===== src/ffsa_pkg.sv =====
// Shared types and codes for the first-fit segment allocator.
package ffsa_pkg;

    localparam logic FUNC_ALLOC   = 1'b0;
    localparam logic FUNC_RELEASE = 1'b1;

    localparam logic [1:0] ST_PLACED    = 2'd0;
    localparam logic [1:0] ST_COMPACTED = 2'd1;
    localparam logic [1:0] ST_NO_SPACE  = 2'd2;

    typedef struct packed {
        logic       func;
        logic [7:0] owner;
        logic [5:0] size;
    } t_req;

    typedef struct packed {
        logic [1:0] status;
        logic [4:0] start_res;
        logic [5:0] count;
        logic [5:0] free_after;
    } t_resp;

endpackage


===== src/ffsa_ram.sv =====
// Generic simple dual-port RAM: one write port, one registered read port.
module ffsa_ram #(
    parameter int WIDTH = 8,
    parameter int DEPTH = 32,
    localparam int AW = (DEPTH > 1) ? $clog2(DEPTH) : 1
) (
    input  logic             i_clk,
    input  logic             i_we,
    input  logic [AW-1:0]    i_waddr,
    input  logic [WIDTH-1:0] i_wdata,
    input  logic [AW-1:0]    i_raddr,
    output logic [WIDTH-1:0] o_rdata
);

    logic [WIDTH-1:0] r_mem [DEPTH];
    logic [WIDTH-1:0] r_rdata;

    always_ff @(posedge i_clk) begin
        if (i_we) begin
            r_mem[i_waddr] <= i_wdata;
        end
        r_rdata <= r_mem[i_raddr];
    end

    assign o_rdata = r_rdata;

endmodule


===== src/first_fit_segment_allocator_top.sv =====
// First-fit segment allocator: a row of UNITS owner tags (0 = free) held in
// a RAM with one write and one registered read port per cycle. After reset
// a clearing pass writes every unit free, during which no request is taken.
// One request is worked at a time; the RAM port pair sets the timing, since
// every step visits one unit per cycle:
//   - owner 0, or allocate of size 0 or above the free total: no RAM pass
//   - allocate in place: scan for the first fitting run, then one write per
//     unit of size
//   - allocate with compaction: full scan, compaction pass, then a tail
//     write of the owner's units and the remaining free units
//   - release: scan up to the end of the first run
// A finished result sits in an output register; a new request is taken while
// it waits, and the next result is held back until that transfer completes.
// The free total is kept in a counter, so no counting pass is needed.
module first_fit_segment_allocator_top #(
    parameter int UNITS = 32
) (
    input  logic           i_clk,
    input  logic           i_rst_n,
    input  logic           i_in_valid,
    output logic           o_in_ready,
    input  ffsa_pkg::t_req i_in_data,
    output logic           o_out_valid,
    input  logic           i_out_ready,
    output ffsa_pkg::t_resp o_out_data
);
    import ffsa_pkg::*;

    localparam int AW   = (UNITS > 1) ? $clog2(UNITS) : 1;
    localparam int CW   = $clog2(UNITS + 1);
    localparam int CMPW = (CW > 6) ? CW : 6;
    localparam int SW   = (AW > 5) ? AW : 5;

    // Sequencer states
    localparam logic [2:0] S_CLEAR   = 3'd0;
    localparam logic [2:0] S_IDLE    = 3'd1;
    localparam logic [2:0] S_SCAN    = 3'd2;  // look for a free run
    localparam logic [2:0] S_FILL    = 3'd3;  // write owner into found run
    localparam logic [2:0] S_COMPACT = 3'd4;  // slide used units left
    localparam logic [2:0] S_TAIL    = 3'd5;  // owner, then free, to the end
    localparam logic [2:0] S_REL     = 3'd6;  // free first run of owner
    localparam logic [2:0] S_DONE    = 3'd7;  // hand result to output reg

    localparam logic [CW-1:0] LAST_POS  = CW'(UNITS - 1);
    localparam logic [CW-1:0] ALL_UNITS = CW'(UNITS);

    logic [2:0]      r_state,     n_state;
    logic            r_func,      n_func;
    logic [7:0]      r_owner,     n_owner;
    logic [5:0]      r_left,      n_left;
    logic [CMPW-1:0] r_cnt,       n_cnt;
    logic [AW-1:0]   r_start,     n_start;
    logic            r_started,   n_started;
    logic [1:0]      r_status,    n_status;
    logic [CW-1:0]   r_iss,       n_iss;
    logic [CW-1:0]   r_pos,       n_pos;
    logic            r_pend,      n_pend;
    logic [CW-1:0]   r_run_len,   n_run_len;
    logic [AW-1:0]   r_run_base,  n_run_base;
    logic [CW-1:0]   r_wp,        n_wp;
    logic [CW-1:0]   r_free,      n_free;
    logic            r_out_valid, n_out_valid;
    t_resp           r_out,       n_out;

    logic            ram_we;
    logic [AW-1:0]   ram_waddr;
    logic [7:0]      ram_wdata;
    logic [AW-1:0]   ram_raddr;
    logic [7:0]      rd_data;

    logic            streaming;
    logic            issue;
    logic            last_pos;
    logic [CW-1:0]   run_len_inc;
    logic [CMPW-1:0] free_calc;
    logic [SW-1:0]   start_ext;

    ffsa_ram #(
        .WIDTH (8),
        .DEPTH (UNITS)
    ) u_ram (
        .i_clk   (i_clk),
        .i_we    (ram_we),
        .i_waddr (ram_waddr),
        .i_wdata (ram_wdata),
        .i_raddr (ram_raddr),
        .o_rdata (rd_data)
    );

    // Read stream: one address per cycle, data arriving in the next cycle at r_pos.
    assign streaming   = (r_state == S_SCAN) || (r_state == S_COMPACT) ||
                         (r_state == S_REL);
    assign issue       = streaming && (r_iss != ALL_UNITS);
    assign ram_raddr   = r_iss[AW-1:0];
    assign last_pos    = (r_pos == LAST_POS);
    assign run_len_inc = r_run_len + CW'(1);

    assign o_in_ready  = (r_state == S_IDLE);
    assign o_out_valid = r_out_valid;
    assign o_out_data  = r_out;

    always_comb begin
        n_state     = r_state;
        n_func      = r_func;
        n_owner     = r_owner;
        n_left      = r_left;
        n_cnt       = r_cnt;
        n_start     = r_start;
        n_started   = r_started;
        n_status    = r_status;
        n_iss       = issue ? (r_iss + CW'(1)) : r_iss;
        n_pos       = r_pos;
        n_pend      = issue;
        n_run_len   = r_run_len;
        n_run_base  = r_run_base;
        n_wp        = r_wp;
        n_free      = r_free;
        n_out_valid = r_out_valid;
        n_out       = r_out;
        ram_we      = 1'b0;
        ram_waddr   = r_wp[AW-1:0];
        ram_wdata   = '0;
        free_calc   = '0;
        start_ext   = '0;

        // output register drains independently of the sequencer
        if (r_out_valid && i_out_ready) begin
            n_out_valid = 1'b0;
        end

        unique case (r_state)
            S_CLEAR: begin
                ram_we = 1'b1;
                if (r_wp == LAST_POS) begin
                    n_wp    = '0;
                    n_state = S_IDLE;
                end else begin
                    n_wp = r_wp + CW'(1);
                end
            end

            S_IDLE: begin
                if (i_in_valid) begin
                    n_func     = i_in_data.func;
                    n_owner    = i_in_data.owner;
                    n_left     = i_in_data.size;
                    n_cnt      = '0;
                    n_start    = '0;
                    n_started  = 1'b0;
                    n_status   = ST_PLACED;
                    n_iss      = '0;
                    n_pos      = '0;
                    n_run_len  = '0;
                    n_run_base = '0;
                    if (i_in_data.owner == 8'd0) begin
                        n_state = S_DONE;
                    end else if (i_in_data.func == FUNC_RELEASE) begin
                        n_state = S_REL;
                    end else if (i_in_data.size == 6'd0) begin
                        n_state = S_DONE;
                    end else if (CMPW'(i_in_data.size) > CMPW'(r_free)) begin
                        n_status = ST_NO_SPACE;
                        n_state  = S_DONE;
                    end else begin
                        n_cnt   = CMPW'(i_in_data.size);
                        n_state = S_SCAN;
                    end
                end
            end

            S_SCAN: begin
                if (r_pend) begin
                    n_pos = r_pos + CW'(1);
                    if (rd_data == 8'd0) begin
                        n_run_len = run_len_inc;
                        if (r_run_len == '0) begin
                            n_run_base = r_pos[AW-1:0];
                        end
                        if (CMPW'(run_len_inc) >= CMPW'(r_left)) begin
                            // first run long enough: its base is the target
                            n_start = (r_run_len == '0) ? r_pos[AW-1:0] : r_run_base;
                            n_wp    = CW'(n_start);
                            n_state = S_FILL;
                        end
                    end else begin
                        n_run_len = '0;
                    end
                    if (last_pos && (n_state == S_SCAN)) begin
                        // no fitting run: compact, then place at the tail
                        n_status = ST_COMPACTED;
                        n_iss    = '0;
                        n_pos    = '0;
                        n_pend   = 1'b0;
                        n_wp     = '0;
                        n_state  = S_COMPACT;
                    end
                end
            end

            S_FILL: begin
                ram_we    = 1'b1;
                ram_wdata = r_owner;
                n_wp      = r_wp + CW'(1);
                n_left    = r_left - 6'd1;
                if (r_left == 6'd1) begin
                    n_state = S_DONE;
                end
            end

            S_COMPACT: begin
                if (r_pend) begin
                    n_pos = r_pos + CW'(1);
                    if (rd_data != 8'd0) begin
                        // write pointer never passes the read stream
                        ram_we    = 1'b1;
                        ram_wdata = rd_data;
                        n_wp      = r_wp + CW'(1);
                    end
                    if (last_pos) begin
                        n_start = n_wp[AW-1:0];
                        n_state = S_TAIL;
                    end
                end
            end

            S_TAIL: begin
                ram_we = 1'b1;
                if (r_left != 6'd0) begin
                    ram_wdata = r_owner;
                    n_left    = r_left - 6'd1;
                end
                if (r_wp == LAST_POS) begin
                    n_state = S_DONE;
                end else begin
                    n_wp = r_wp + CW'(1);
                end
            end

            S_REL: begin
                if (r_pend) begin
                    n_pos     = r_pos + CW'(1);
                    ram_waddr = r_pos[AW-1:0];
                    if (rd_data == r_owner) begin
                        ram_we = 1'b1;
                        n_cnt  = r_cnt + CMPW'(1);
                        if (!r_started) begin
                            n_start   = r_pos[AW-1:0];
                            n_started = 1'b1;
                        end
                        if (last_pos) begin
                            n_state = S_DONE;
                        end
                    end else if (r_started || last_pos) begin
                        n_state = S_DONE;
                    end
                end
            end

            S_DONE: begin
                if (!r_out_valid || i_out_ready) begin
                    if (r_func == FUNC_RELEASE) begin
                        free_calc = CMPW'(r_free) + r_cnt;
                    end else begin
                        free_calc = CMPW'(r_free) - r_cnt;
                    end
                    start_ext        = SW'(r_start);
                    n_free           = free_calc[CW-1:0];
                    n_out.status     = r_status;
                    n_out.start_res  = start_ext[4:0];
                    n_out.count      = r_cnt[5:0];
                    n_out.free_after = free_calc[5:0];
                    n_out_valid      = 1'b1;
                    n_state          = S_IDLE;
                end
            end

            default: begin
                n_state = S_IDLE;
            end
        endcase
    end

    always_ff @(posedge i_clk) begin
        if (!i_rst_n) begin
            r_state     <= S_CLEAR;
            r_iss       <= '0;
            r_pos       <= '0;
            r_pend      <= 1'b0;
            r_wp        <= '0;
            r_free      <= ALL_UNITS;
            r_out_valid <= 1'b0;
            r_started   <= 1'b0;
        end else begin
            r_state     <= n_state;
            r_iss       <= n_iss;
            r_pos       <= n_pos;
            r_pend      <= n_pend;
            r_wp        <= n_wp;
            r_free      <= n_free;
            r_out_valid <= n_out_valid;
            r_started   <= n_started;
        end
    end

    // request payload and working values
    always_ff @(posedge i_clk) begin
        r_func     <= n_func;
        r_owner    <= n_owner;
        r_left     <= n_left;
        r_cnt      <= n_cnt;
        r_start    <= n_start;
        r_status   <= n_status;
        r_run_len  <= n_run_len;
        r_run_base <= n_run_base;
        r_out      <= n_out;
    end

endmodule

===== config.mk =====
export PLATFORM = sky130hd
export DESIGN_NAME = first_fit_segment_allocator_top
export DESIGN_NICKNAME = d
export VERILOG_FILES = /design/src/ffsa_pkg.sv /design/src/ffsa_ram.sv /design/src/first_fit_segment_allocator_top.sv
export SDC_FILE = /design/constraint.sdc
export NUM_CORES = 1
export LEC_CHECK = 0
export ABC_AREA = 1
export BUFFER_PORTS_ARGS = -buffer_cell sky130_fd_sc_hd__buf_4
export CAP_MARGIN = 5
export CORE_ASPECT_RATIO = 0.5
export CORE_MARGIN = 1
export CORE_UTILIZATION = 60
export CTS_BUF_LIST = sky130_fd_sc_hd__clkbuf_16
export CTS_CLUSTER_DIAMETER = 30
export CTS_CLUSTER_SIZE = 16
export DETAILED_ROUTE_END_ITERATION = 10
export PLACE_DENSITY = 0.85
export SLEW_MARGIN = 20
export SYNTH_ARGS = -nofsm -noshare
export SYNTH_HDL_FRONTEND = slang
export SYNTH_HIERARCHICAL = 1
export SYNTH_SLANG_ARGS = --single-unit

===== constraint.sdc =====
create_clock -name i_clk -period 5.2 [get_ports i_clk]
set_input_delay 1.04 -clock i_clk [delete_from_list [all_inputs] [get_ports i_clk]]
set_output_delay 1.04 -clock i_clk [all_outputs]
set_load 0.05 [all_outputs]

# After elaboration in Yosys (flattened, before gate mapping)
# Memories as Yosys holds them, arrays and structs flattened. A register that Yosys moved wholly into a read port is not among the register bits.
# Index checks and enable logic that the tools add are counted.
[classes]
order_cmp = 2
eq_ne = 35
reduce_logical = 35
mux = 101
n_addsub = 8
[op_table]
columns = ["cell", "n"]
rows = [
  ["2-to-1 mux 6 bit", 28],
  ["2-to-1 mux 5 bit", 14],
  ["2-to-1 mux 3 bit", 21],
  ["case mux 6 bit (2 select lines)", 3],
  ["case mux 6 bit (3 select lines)", 2],
  ["adder 6 x 1 -> 6 bit, second input constant", 5],
  ["case mux 6 bit (5 select lines)", 1],
  ["2-to-1 mux 8 bit", 3],
  ["!= test 2 bit, second input constant", 12],
  ["case mux 3 bit (8 select lines)", 1],
  ["case mux 8 bit (3 select lines)", 1],
  ["case mux 5 bit (4 select lines)", 1],
  ["zero test 8 bit", 2],
  ["AND reduction 4 bit", 4],
  ["2-to-1 mux 1 bit", 15],
  ["2-to-1 mux 2 bit", 7],
  ["equality test 3 bit, second input constant", 4],
  ["equality test 6 x 5 -> 1 bit, second input constant", 2],
  ["zero test 6 bit", 2],
  ["!= test 2 x 1 -> 1 bit, second input constant", 6],
  ["AND reduction 11 bit", 1],
  ["case mux 5 bit (2 select lines)", 1],
  ["AND reduction 10 bit", 1],
  ["equality test 3 x 2 -> 1 bit, second input constant", 3],
  ["30 further kinds", 41],
]
[totals]
n_memories = 1
register_bits = 88
out_inout_bits = 21
ramBits = 256
word_cells = 203
input_bits = 19
[memory_table]
columns = ["name", "words", "width", "read_ports", "rd_ports_with_merged_regs", "wr", "line_no", "text"]
rows = [
  ["u_ram.r_mem", 32, 8, 1, 1, 1, "ffsa_ram.sv:15", "logic [WIDTH-1:0] r_mem [DEPTH];"],
]

# Depth between registers and ports, before layout
# Gate-level depths: netlist of the first run.
[logic_depth]
depth_word = 11
mapped_depth = 17
mapped_depth_nobuf = 17

# Modules after synthesis
# The synthesis of the first run kept the hierarchy.
[modules_own_cells]
columns = ["mod", "area_each_um2", "cells_per_inst", "n_inst", "seq_area_each_um2"]
rows = [
  ["ffsa_ram", 10786.6, 922, 1, 7847.5],
  ["first_fit_segment_allocator_top", 5222.5, 657, 1, 2342.2],
]

# Least setup slack after synthesis of the first run
# No wires, ideal clock.
[synth_path]
kind = "register to register"
from = "register r_left[0]"
to = "memory u_ram.r_mem[0][6], data pin"
arrival_ns = 2.415
required_time_ns = 4.746
path_slack_ns = 2.331
n_path_buf = 0
stages_incl_launch_ff = 9
period_less_slack_ns = 2.869
setup_ns = 0.454
path_cell_list = "edfxtp_1 inv_1 ha_1 nand2_1 nor2_1 inv_1 nor2_1 o21a_1 o21ai_0"
[synth_between]
elab_chain_len = 3
[synth_rtl]
columns = ["item", "line_no", "text"]
rows = [
  ["from (decl)", "first_fit_segment_allocator_top.sv:50", "logic [5:0] r_left, n_left;"],
  ["from (signal assigned)", "first_fit_segment_allocator_top.sv:309", "r_left <= n_left;"],
  ["nonzero test 6 bit", "first_fit_segment_allocator_top.sv:228", "if (r_left != 6'd0) begin"],
  ["2-to-1 mux 8 bit", "first_fit_segment_allocator_top.sv:228", ""],
  ["case mux 8 bit (3 select lines)", "first_fit_segment_allocator_top.sv:131", "unique case (r_state)"],
  ["named net ram_wdata[6]", "first_fit_segment_allocator_top.sv:67", "logic [7:0] ram_wdata;"],
  ["to (decl)", "ffsa_ram.sv:15", ""],
]
# The timed path passes the listed nets, and every way through them passes these cells.

# Worst setup path in the final report of the first run
[layout_path]
from = "register r_state[1]"
to = "memory u_ram.r_mem[5][5], enable pin"
[layout_between]
elab_cells_between_ends = 10
cone_classes = "eq/ne: 4; mux: 4; reduce/logical: 2"
[layout_rtl]
columns = ["item", "line_no", "text"]
rows = [
  ["from (decl)", "first_fit_segment_allocator_top.sv:47", "logic [2:0] r_state, n_state;"],
  ["from (signal assigned)", "first_fit_segment_allocator_top.sv:294", "r_state <= n_state;"],
  ["equality test 3 bit", "first_fit_segment_allocator_top.sv:131", ""],
  ["2-to-1 mux 5 bit", "first_fit_segment_allocator_top.sv:131", ""],
  ["named net ram_waddr[1]", "first_fit_segment_allocator_top.sv:66", "logic [AW-1:0] ram_waddr;"],
]
# The timed path passes the listed nets, and every way through them passes these cells.

==> results of run 1 <==
[cell type report]
class	instances	area share, %
well taps	344	2.41
repair buffers	51	2.16
clock inverters	33	1.80
inverters	124	2.62
flip-flops and latches	352	57.0
clock buffers	42	5.88
multi-input cells	1047	28.1
[power breakdown]
| group | internal (W) | switching [W] | leakage [nW] |
|---|---|---|---|
| registers | 0.00308 | 0.0000189 | 2.98 |
| clock network | 0.00167 | 0.00122 | 0.660 |
| logic | 0.0000435 | 0.000114 | 3.25 |
[Yosys cell counts (2+ instances only)]
library cell,number,share of area (%)
nand4_1,5,0.20
o21a_1,2,0.094
xor2_1,19,1.0
o21ai_1,2,0.063
edfxtp_1,314,59
clkbuf_1,9,0.21
inv_1,114,2.7
a21oi_1,29,0.91
nand2_1,507,12
o32ai_1,2,0.11
nand3_2,2,0.13
nor2_4,3,0.21
buf_1,2,0.047
nor3_1,6,0.19
buf_4,5,0.23
buf_6,25,1.8
or2_2,2,0.078
nand3_1,241,7.5
o21ai_0,36,1.1
o211ai_1,5,0.23
nor2_1,115,2.7
buf_2,15,0.47
o21bai_1,2,0.094
o221ai_1,2,0.11
nor2_2,5,0.20
nand2_2,9,0.35
ha_1,27,2.1
o22ai_1,7,0.27
nor3_2,3,0.19
inv_2,10,0.23
xnor2_1,8,0.44
dfxtp_1,38,4.8
[routing by layer]
| layer | global-route usage [%] | share of wire, % | routed length, um |
|---|---|---|---|
| met5 | 0 | 0 | 0 |
| met4 | 12.3 | 4.2 | 1730 |
| met3 | 7.51 | 13 | 5280 |
| met2 | 47.8 | 46 | 19000 |
| met1 | 40.6 | 37 | 15400 |
[flip-flops by register name, indices dropped and copies added, names as in the netlist, 2 cells and up]
signal / count
r_free: 6
r_left: 6
r_pos: 6
u_ram/r_mem: 256
r_state: 3
r_wp: 6
o_out_data: 19
r_status: 2
r_run_len: 6
r_owner: 8
r_start: 5
r_iss: 6
r_cnt: 6
r_run_base: 5
u_ram/o_rdata: 8
[through the flow]
stage | area, um2 | util [%] | hold WS, ns
after floorplan | 16000 | - | 0.400
after global placement | 16500 | 64.2 | 0.403
after detailed placement | 16500 | 64.2 | 0.405
after CTS | 17900 | 69.5 | 0.421
after global routing | 17900 | 69.6 | 0.442
final | 17900 | 69.6 | 0.422
[path summary, 6_finish.rpt]
kind,slack [ns],start,depth (start not counted),to
hold / removal,0.42,r_start[2],0,o_out_data[14]
setup / recovery,1.42,r_state[1],8,u_ram/r_mem[5][5]
hold reg to reg,0.42,r_start[2],0,o_out_data[14]
setup reg to reg,1.42,r_state[1],8,u_ram/r_mem[5][5]
[kinds of logic after synthesis]
logic type / count (synthesis) / synth area share [%]
AOI/OAI and AO/OA: 90 / 3.17
xor gates and xnor gates: 27 / 1.48
adders and majority gates: 28 / 2.24
buffers and inverters: 180 / 5.63
DFF: 352 / 63.6
and+or+nand+nor: 902 / 23.8
==> metrics.cfg, run 1 <==
[cts]
cts_max_path_buffers=3
cts_tree=built
cts_sinks=352
cts_root_buffer=clkbuf_16
cts_setup_buffers=0
clk_pin_slew_ns=0.06
htree_num_levels=2
post_cts_resized=0
insertion_delay_ns=0.55
numCtsBuffers=41
cts_hold_buf=0

[critical_path]
start_kind=flip-flop
crit_slowest_cell=nor2_1
path_max_fanout=17
cp-end-kind=flip-flop
worstPathRequired_ns=5.36
crit_chain=nand2_2 > nor2_4 > inv_2 > nor2_1 > o21ai_0 > inv_1 > nand3_1 > nor2_1
path_buf_inv=2
max_stage_delay_ns=0.82
path_common_cell=nor2_1
critPathKind=flip-flop to flip-flop
cp_top_family=simple AND/OR/NAND/NOR gates
cp.arrival_ns=3.94

[finish]
antenna_cells=0
multi_input_area_um2=5030
fillers=1682
drive_gt1_share_pct=10.0
final_common_cell=nand2_1
layout.area.seq_um2=10200
area_growth_pct=11.7
final_cells=1993
nets=1664
mostFrequentLayoutCells=507 x nand2_1, 314 x edfxtp_1, 241 x nand3_1

[route]
first_pass_iters=7
drcViolationCount=0
routed_wl_mm=41.3
vias_per_cell=6.12
routedWlPerCell_um=20.7
drt_iter0_markers=1748
ant_nets=0
via_count=12200

[timing]
fin_crit_ns=3.78
min_period_over_period_pct=72.6
finalSetupViolations=0
max-slew-margin-rel_pct=25.6
setup_slack_ns=1.42
tightest_slew_ns=1.11
hold_violations=0
clock-skew-final_ns=0.0235
finalSetupTns_ns=0
rsz0062_at_grt=no
max_freq_mhz=265
drv_slew=0

[status]
status=finished, final reports clean

[run]
cap_violations=0

[power]
p_leak_nw=6.89
power.total_w=0.00613
power.density_nw_per_um2=343
peakVddDrop_mv=0.273

[placed_design]
dp.cells=1918
dp_slack_ns=1.68
dp_hpwl_mm=25.2
place.gp.congestion=0.941
portBuffers=39

[grt]
grt_pass1_wl_mm=63.8
grt_pass1_vias=12000
antenna_found_initial=0
grt_max_degree=131
track_usage_pct=30.3
grt_overflow_total=0

[die]
coreArea_um2=25700
die_area_um2=27400
initial_core_util_pct=62.3
pin_count=40
dieWidth_um=233
die_h_um=118
fp-row-count=41

[yosys]
postSynthCellCount=1579
postSynthAreaPerCell_um2=10.1
ys_warn_count=6
yosysSeqAreaShare_pct=63.6
ys.flop_type=edfxtp_1
synth_edf_count=314
synth_nets=1626
syn_area_um2=16000
synth_cell_types=40
ys_seq_elements=352
synthArstFlopShare_pct=0

[worst_hold_path]
min_path_type=flip-flop to flip-flop

Note: power is estimated with default switching activity, not from simulation.
==> run 2: changes to the inputs <==
==> constraint.sdc (replaced) <==
create_clock -name i_clk -period 3.8 [get_ports i_clk]
set_input_delay 0.76 -clock i_clk [delete_from_list [all_inputs] [get_ports i_clk]]
set_output_delay 0.76 -clock i_clk [all_outputs]
set_load 0.05 [all_outputs]
==> run 2 against run 1 <==
Clock power grew 32%. Critical path depth is the same. Sequential cell count is the same. Routed wire length shrank 4.1%. Maximum frequency grew 2.3%. Worst setup slack lost 1.3 ns. Global-route usage shrank 1.2 points. Via count shrank 0.56%. Count of clock-buffer cells in the layout shrank 2. Cell count grew 1.2%. Register-to-register slack lost 1.3 ns. Critical path type unchanged.
==> metrics.cfg, run 2 (synthesized netlist as in run 1, its figures left out) <==
[finish]
drive_gt1_share_pct=11.2
regMostFlops=u_ram/r_mem
final_common_cell=nand2_1
mostFrequentLayoutCells=507 x nand2_1, 314 x edfxtp_1, 241 x nand3_1
antenna_cells=0
nets=1689
multi_input_area_um2=5030
area_growth_pct=12.6
fillers=1642
layout.area.seq_um2=10200
largest_reg_flops=256

[status]
status=finished, final reports clean

[power]
p_leak_nw=7.03
power.density_nw_per_um2=458
power.total_w=0.00826
peakVddDrop_mv=0.337

[critical_path]
cp_top_family=simple AND/OR/NAND/NOR gates
crit_slowest_cell=nor2_1
cp.arrival_ns=3.87
critPathKind=flip-flop to flip-flop
max_stage_delay_ns=0.72
startpoint=r_state[1]
path_buf_inv=1
cp-end-kind=flip-flop
start_kind=flip-flop
path_common_cell=nor2_1
r2r-start=r_state[1]
path_max_fanout=17
worstPathRequired_ns=3.97
crit_chain=nand2_2 > nor2_4 > inv_2 > nor2_1 > nand2_1 > o21ai_0 > nand3_1 > nor2_1

[worst_hold_path]
holdCritStartpoint=i_in_data[8]
min_path_type=input pin to flip-flop

[timing]
clock-skew-final_ns=0.0233
finalSetupTns_ns=0
max_freq_mhz=271
finalSetupViolations=0
rsz0062_at_grt=yes
drv_slew=0
hold_violations=0
fin_crit_ns=3.69
min_period_over_period_pct=97.2
tightest_slew_ns=1.11
max-slew-margin-rel_pct=26.0

[cts]
cts_tree=built
clk_pin_slew_ns=0.06
cts_root_buffer=clkbuf_16
cts_sinks=352
insertion_delay_ns=0.55
htree_num_levels=2
cts_max_path_buffers=3
numCtsBuffers=39
cts_setup_buffers=0

[route]
routedWlPerCell_um=19.7
ant_nets=0
routed_wl_mm=39.6
via_count=12100
vias_per_cell=6.02
drcViolationCount=0
drt_iter0_markers=1846
first_pass_iters=7

[die]
die_h_um=118
dieWidth_um=233
pin_count=40
fp-row-count=41
coreArea_um2=25700
initial_core_util_pct=62.3
die_area_um2=27400

[grt]
grt_pass1_vias=11800
grt_pass1_wl_mm=61.3
track_usage_pct=29.1
grt_max_degree=129
grt_overflow_total=0
antenna_found_initial=1

[placed_design]
portBuffers=39
place.gp.congestion=0.957
dp_hpwl_mm=25.2

[run]
cap_violations=0

==> run 2: final cells by class <==
class | count | area share, %
Clock buffer | 40 | 5.55
Timing Repair Buffer | 78 | 3.27
Multi-Input combinational cell | 1047 | 27.9
Inverter | 124 | 2.60
Sequential cell | 352 | 56.5
Clock inverter | 31 | 1.76
Tap cell | 344 | 2.39
==> run 2: final timing paths <==
check	end	slack [ns]	depth (start not counted)
worst min register to register	o_out_data[16]	0.42	0
worst max-delay path	u_ram/r_mem[31][4]	0.11	8
worst max register to register	u_ram/r_mem[31][4]	0.11	8
worst min-delay path	r_owner[2]	0.42	1
==> run 2: repair_timing <==
item | CTS | global route
gates resized for setup | 0 | 1
hold buffers | 0 | 0
setup endpoints to repair | 0 | 24
==> run 2: layer usage <==
metal,up-vias,GRT usage [%],wire [um]
met5,-,0,0
met4,0,11.2,1350
met3,147,6.71,4870
met2,926,45.8,18100
met1,5589,39.5,15300
li1,5470,-,-
==> run 2: per-stage QoR <==
step | setup WS [ns] | area, um2 | cells | hold WS, ns | utilization, %
2_1_floorplan | 0.931 | 16000 | 1579 | 0.400 | -
3_3_place_gp | 0.568 | 16700 | 1945 | 0.404 | 65.0
3_5_place_dp | 0.337 | 16700 | 1945 | 0.407 | 65.0
4_1_cts | 0.266 | 18000 | 2016 | 0.409 | 70.1
5_1_grt | -0.0491 | 18000 | 2016 | 0.412 | 70.2
6_report | 0.106 | 18000 | 2016 | 0.419 | 70.2
==> run 2: power by group <==
| group | switching [W] | total (W) | internal (W) | leakage, nW |
|---|---|---|---|---|
| logic | 0.000149 | 0.000216 | 0.0000673 | 3.40 |
| registers | 0.0000249 | 0.00423 | 0.00421 | 2.98 |
| clock network | 0.00162 | 0.00381 | 0.00219 | 0.653 |
==> run 3: changes to the inputs <==
--- a/config.mk
+++ b/config.mk
@@ -6,7 +6,7 @@
 export NUM_CORES = 1
 export LEC_CHECK = 0
 export ABC_AREA = 1
-export BUFFER_PORTS_ARGS = -buffer_cell sky130_fd_sc_hd__buf_4
+export BUFFER_PORTS_ARGS = -buffer_cell sky130_fd_sc_hd__buf_2
 export CAP_MARGIN = 5
 export CORE_ASPECT_RATIO = 0.5
 export CORE_MARGIN = 1
==> run 3 against run 2 <==
Utilization decreased by 0.50 points. Clock power decreased by 4%. Final area decreased by 0.71%. Sequential power about the same. Clock skew increased by 0.0054 ns. Global-route usage decreased by 0.27 points. Total power decreased by 1.8%. Critical path depth increased by 1. Non-clock buffer count increased by 9. Largest power group unchanged. Highest routed layer unchanged.
==> metrics.cfg, run 3 (synthesized netlist as in run 1, its figures left out) <==
[worst_hold_path]
hold-path-cell-count=1
holdCritStartpoint=i_in_data[6]
hold-path-endpoint=r_owner[0]
min_path_type=input pin to flip-flop

[finish]
regMostFlops=u_ram/r_mem
final_area_um2=17900
fillers=1626
antenna_cells=0
largest_reg_flops=256
nets=1698
layout.area.seq_um2=10200
area_growth_pct=11.8
mostFrequentLayoutCells=507 x nand2_1, 314 x edfxtp_1, 241 x nand3_1
drive_gt1_share_pct=11.6
multi_input_area_um2=4970
final_core_util_pct=69.7
final_common_cell=nand2_1

[critical_path]
r2r_end=u_ram/r_mem[5][0]
worstPathRequired_ns=4.04
r2r-start=r_state[1]
r2r_slack_ns=0.23
cp-end-kind=flip-flop
cp.arrival_ns=3.81
worstRegToRegCells=9
startpoint=r_state[1]
path_max_fanout=17
critPathKind=flip-flop to flip-flop
start_kind=flip-flop

[placed_design]
dp_hpwl_mm=23.6
place.gp.congestion=0.937
placed_area_um2=16600
portBuffers=39

[route]
routed_wl_mm=39.0
routedWlPerCell_um=19.2
vias_per_cell=5.94
ant_nets=0
first_pass_iters=6
via_count=12000
drt_iter0_markers=1813
drcViolationCount=0

[timing]
hold_violations=0
min_period_over_period_pct=94.0
drv_slew=0
max_freq_mhz=280
finalSetupTns_ns=0
tightest_slew_ns=0.987
clock-skew-final_ns=0.0287
finalSetupViolations=0
max-slew-margin-rel_pct=34.2
fin_crit_ns=3.57
rsz0062_at_grt=no

[cts]
cts_hold_buf=0
htree_num_levels=2
cts_sinks=352
insertion_delay_ns=0.55
clk_pin_slew_ns=0.06
cts_root_buffer=clkbuf_16
cts_max_path_buffers=3
cts_tree=built
post_cts_resized=0
numCtsBuffers=39
cts_setup_buffers=0

[die]
initial_core_util_pct=62.3
die_h_um=118
fp-row-count=41
pin_count=40
die_area_um2=27400
dieWidth_um=233
coreArea_um2=25700

[power]
power.density_nw_per_um2=453
peakVddDrop_mv=0.369
p_leak_nw=7.05
power.total_w=0.00811

[run]
cap_violations=0

[grt]
grt_pass1_wl_mm=60.4
grt_pass1_vias=11600
grt_overflow_total=0
grt_max_degree=108
track_usage_pct=28.8
antenna_found_initial=0

[status]
status=finished, final reports clean

==> run 3: worst max path at each step <==
stage / to / slack (ns)
after floorplan: u_ram/r_mem[0][6] / 0.93
after global placement: u_ram/r_mem[5][1] / 0.73
after detailed placement: u_ram/r_mem[16][1] / 0.60
after CTS: u_ram/r_mem[5][1] / 0.45
after global routing: u_ram/r_mem[12][1] / 0.14
final: u_ram/r_mem[5][0] / 0.23
==> run 3: area by class of cell <==
cell class	count	area share, %
clock buffers	40	5.59
clock inverters	31	1.52
inverters	124	2.61
multi-input cells	1047	27.7
flip-flops and latches	352	57.0
well taps	344	2.40
repair buffers	87	3.17
==> run 3: worst max-delay path, stage by stage, from the launching register on <==
cell and delay, ns:
dfxtp_1 0.59, nand2_2 0.16, nor2_4 0.22, inv_2 0.19
nor2_1 0.59, o21ai_0 0.29, inv_1 0.14, nand3_1 0.52
nor2_1 0.34, buf_4 0.21
==> run 3: report_power, final <==
group / leakage (nW) / internal, W / total, W / switching, W
clock network: 0.641 / 0.00210 / 0.00367 / 0.00157
logic: 3.43 / 0.0000614 / 0.000204 / 0.000142
registers: 2.98 / 0.00421 / 0.00423 / 0.0000236
total: 7.05 / 0.00637 / 0.00811 / 0.00173
==> run 3: stage by stage <==
| step | hold slack [ns] | std cells | worst slack (ns) |
|---|---|---|---|
| 6_report | 0.402 | 2025 | 0.226 |
| 5_1_grt | 0.395 | 2025 | 0.140 |
| 4_1_cts | 0.391 | 2025 | 0.448 |
| 3_5_place_dp | 0.413 | 1954 | 0.600 |
| 3_3_place_gp | 0.402 | 1954 | 0.726 |
| 2_1_floorplan | 0.400 | 1579 | 0.931 |
==> run 3: routing by layer <==
layer,share of wire (%),vias up,global-route usage (%),wire (um)
met2,46,824,45.4,17900
met5,0,-,0,0
li1,-,5485,-,-
met3,12,158,5.89,4720
met4,4.2,0,12.2,1640
met1,38,5553,39.2,14700
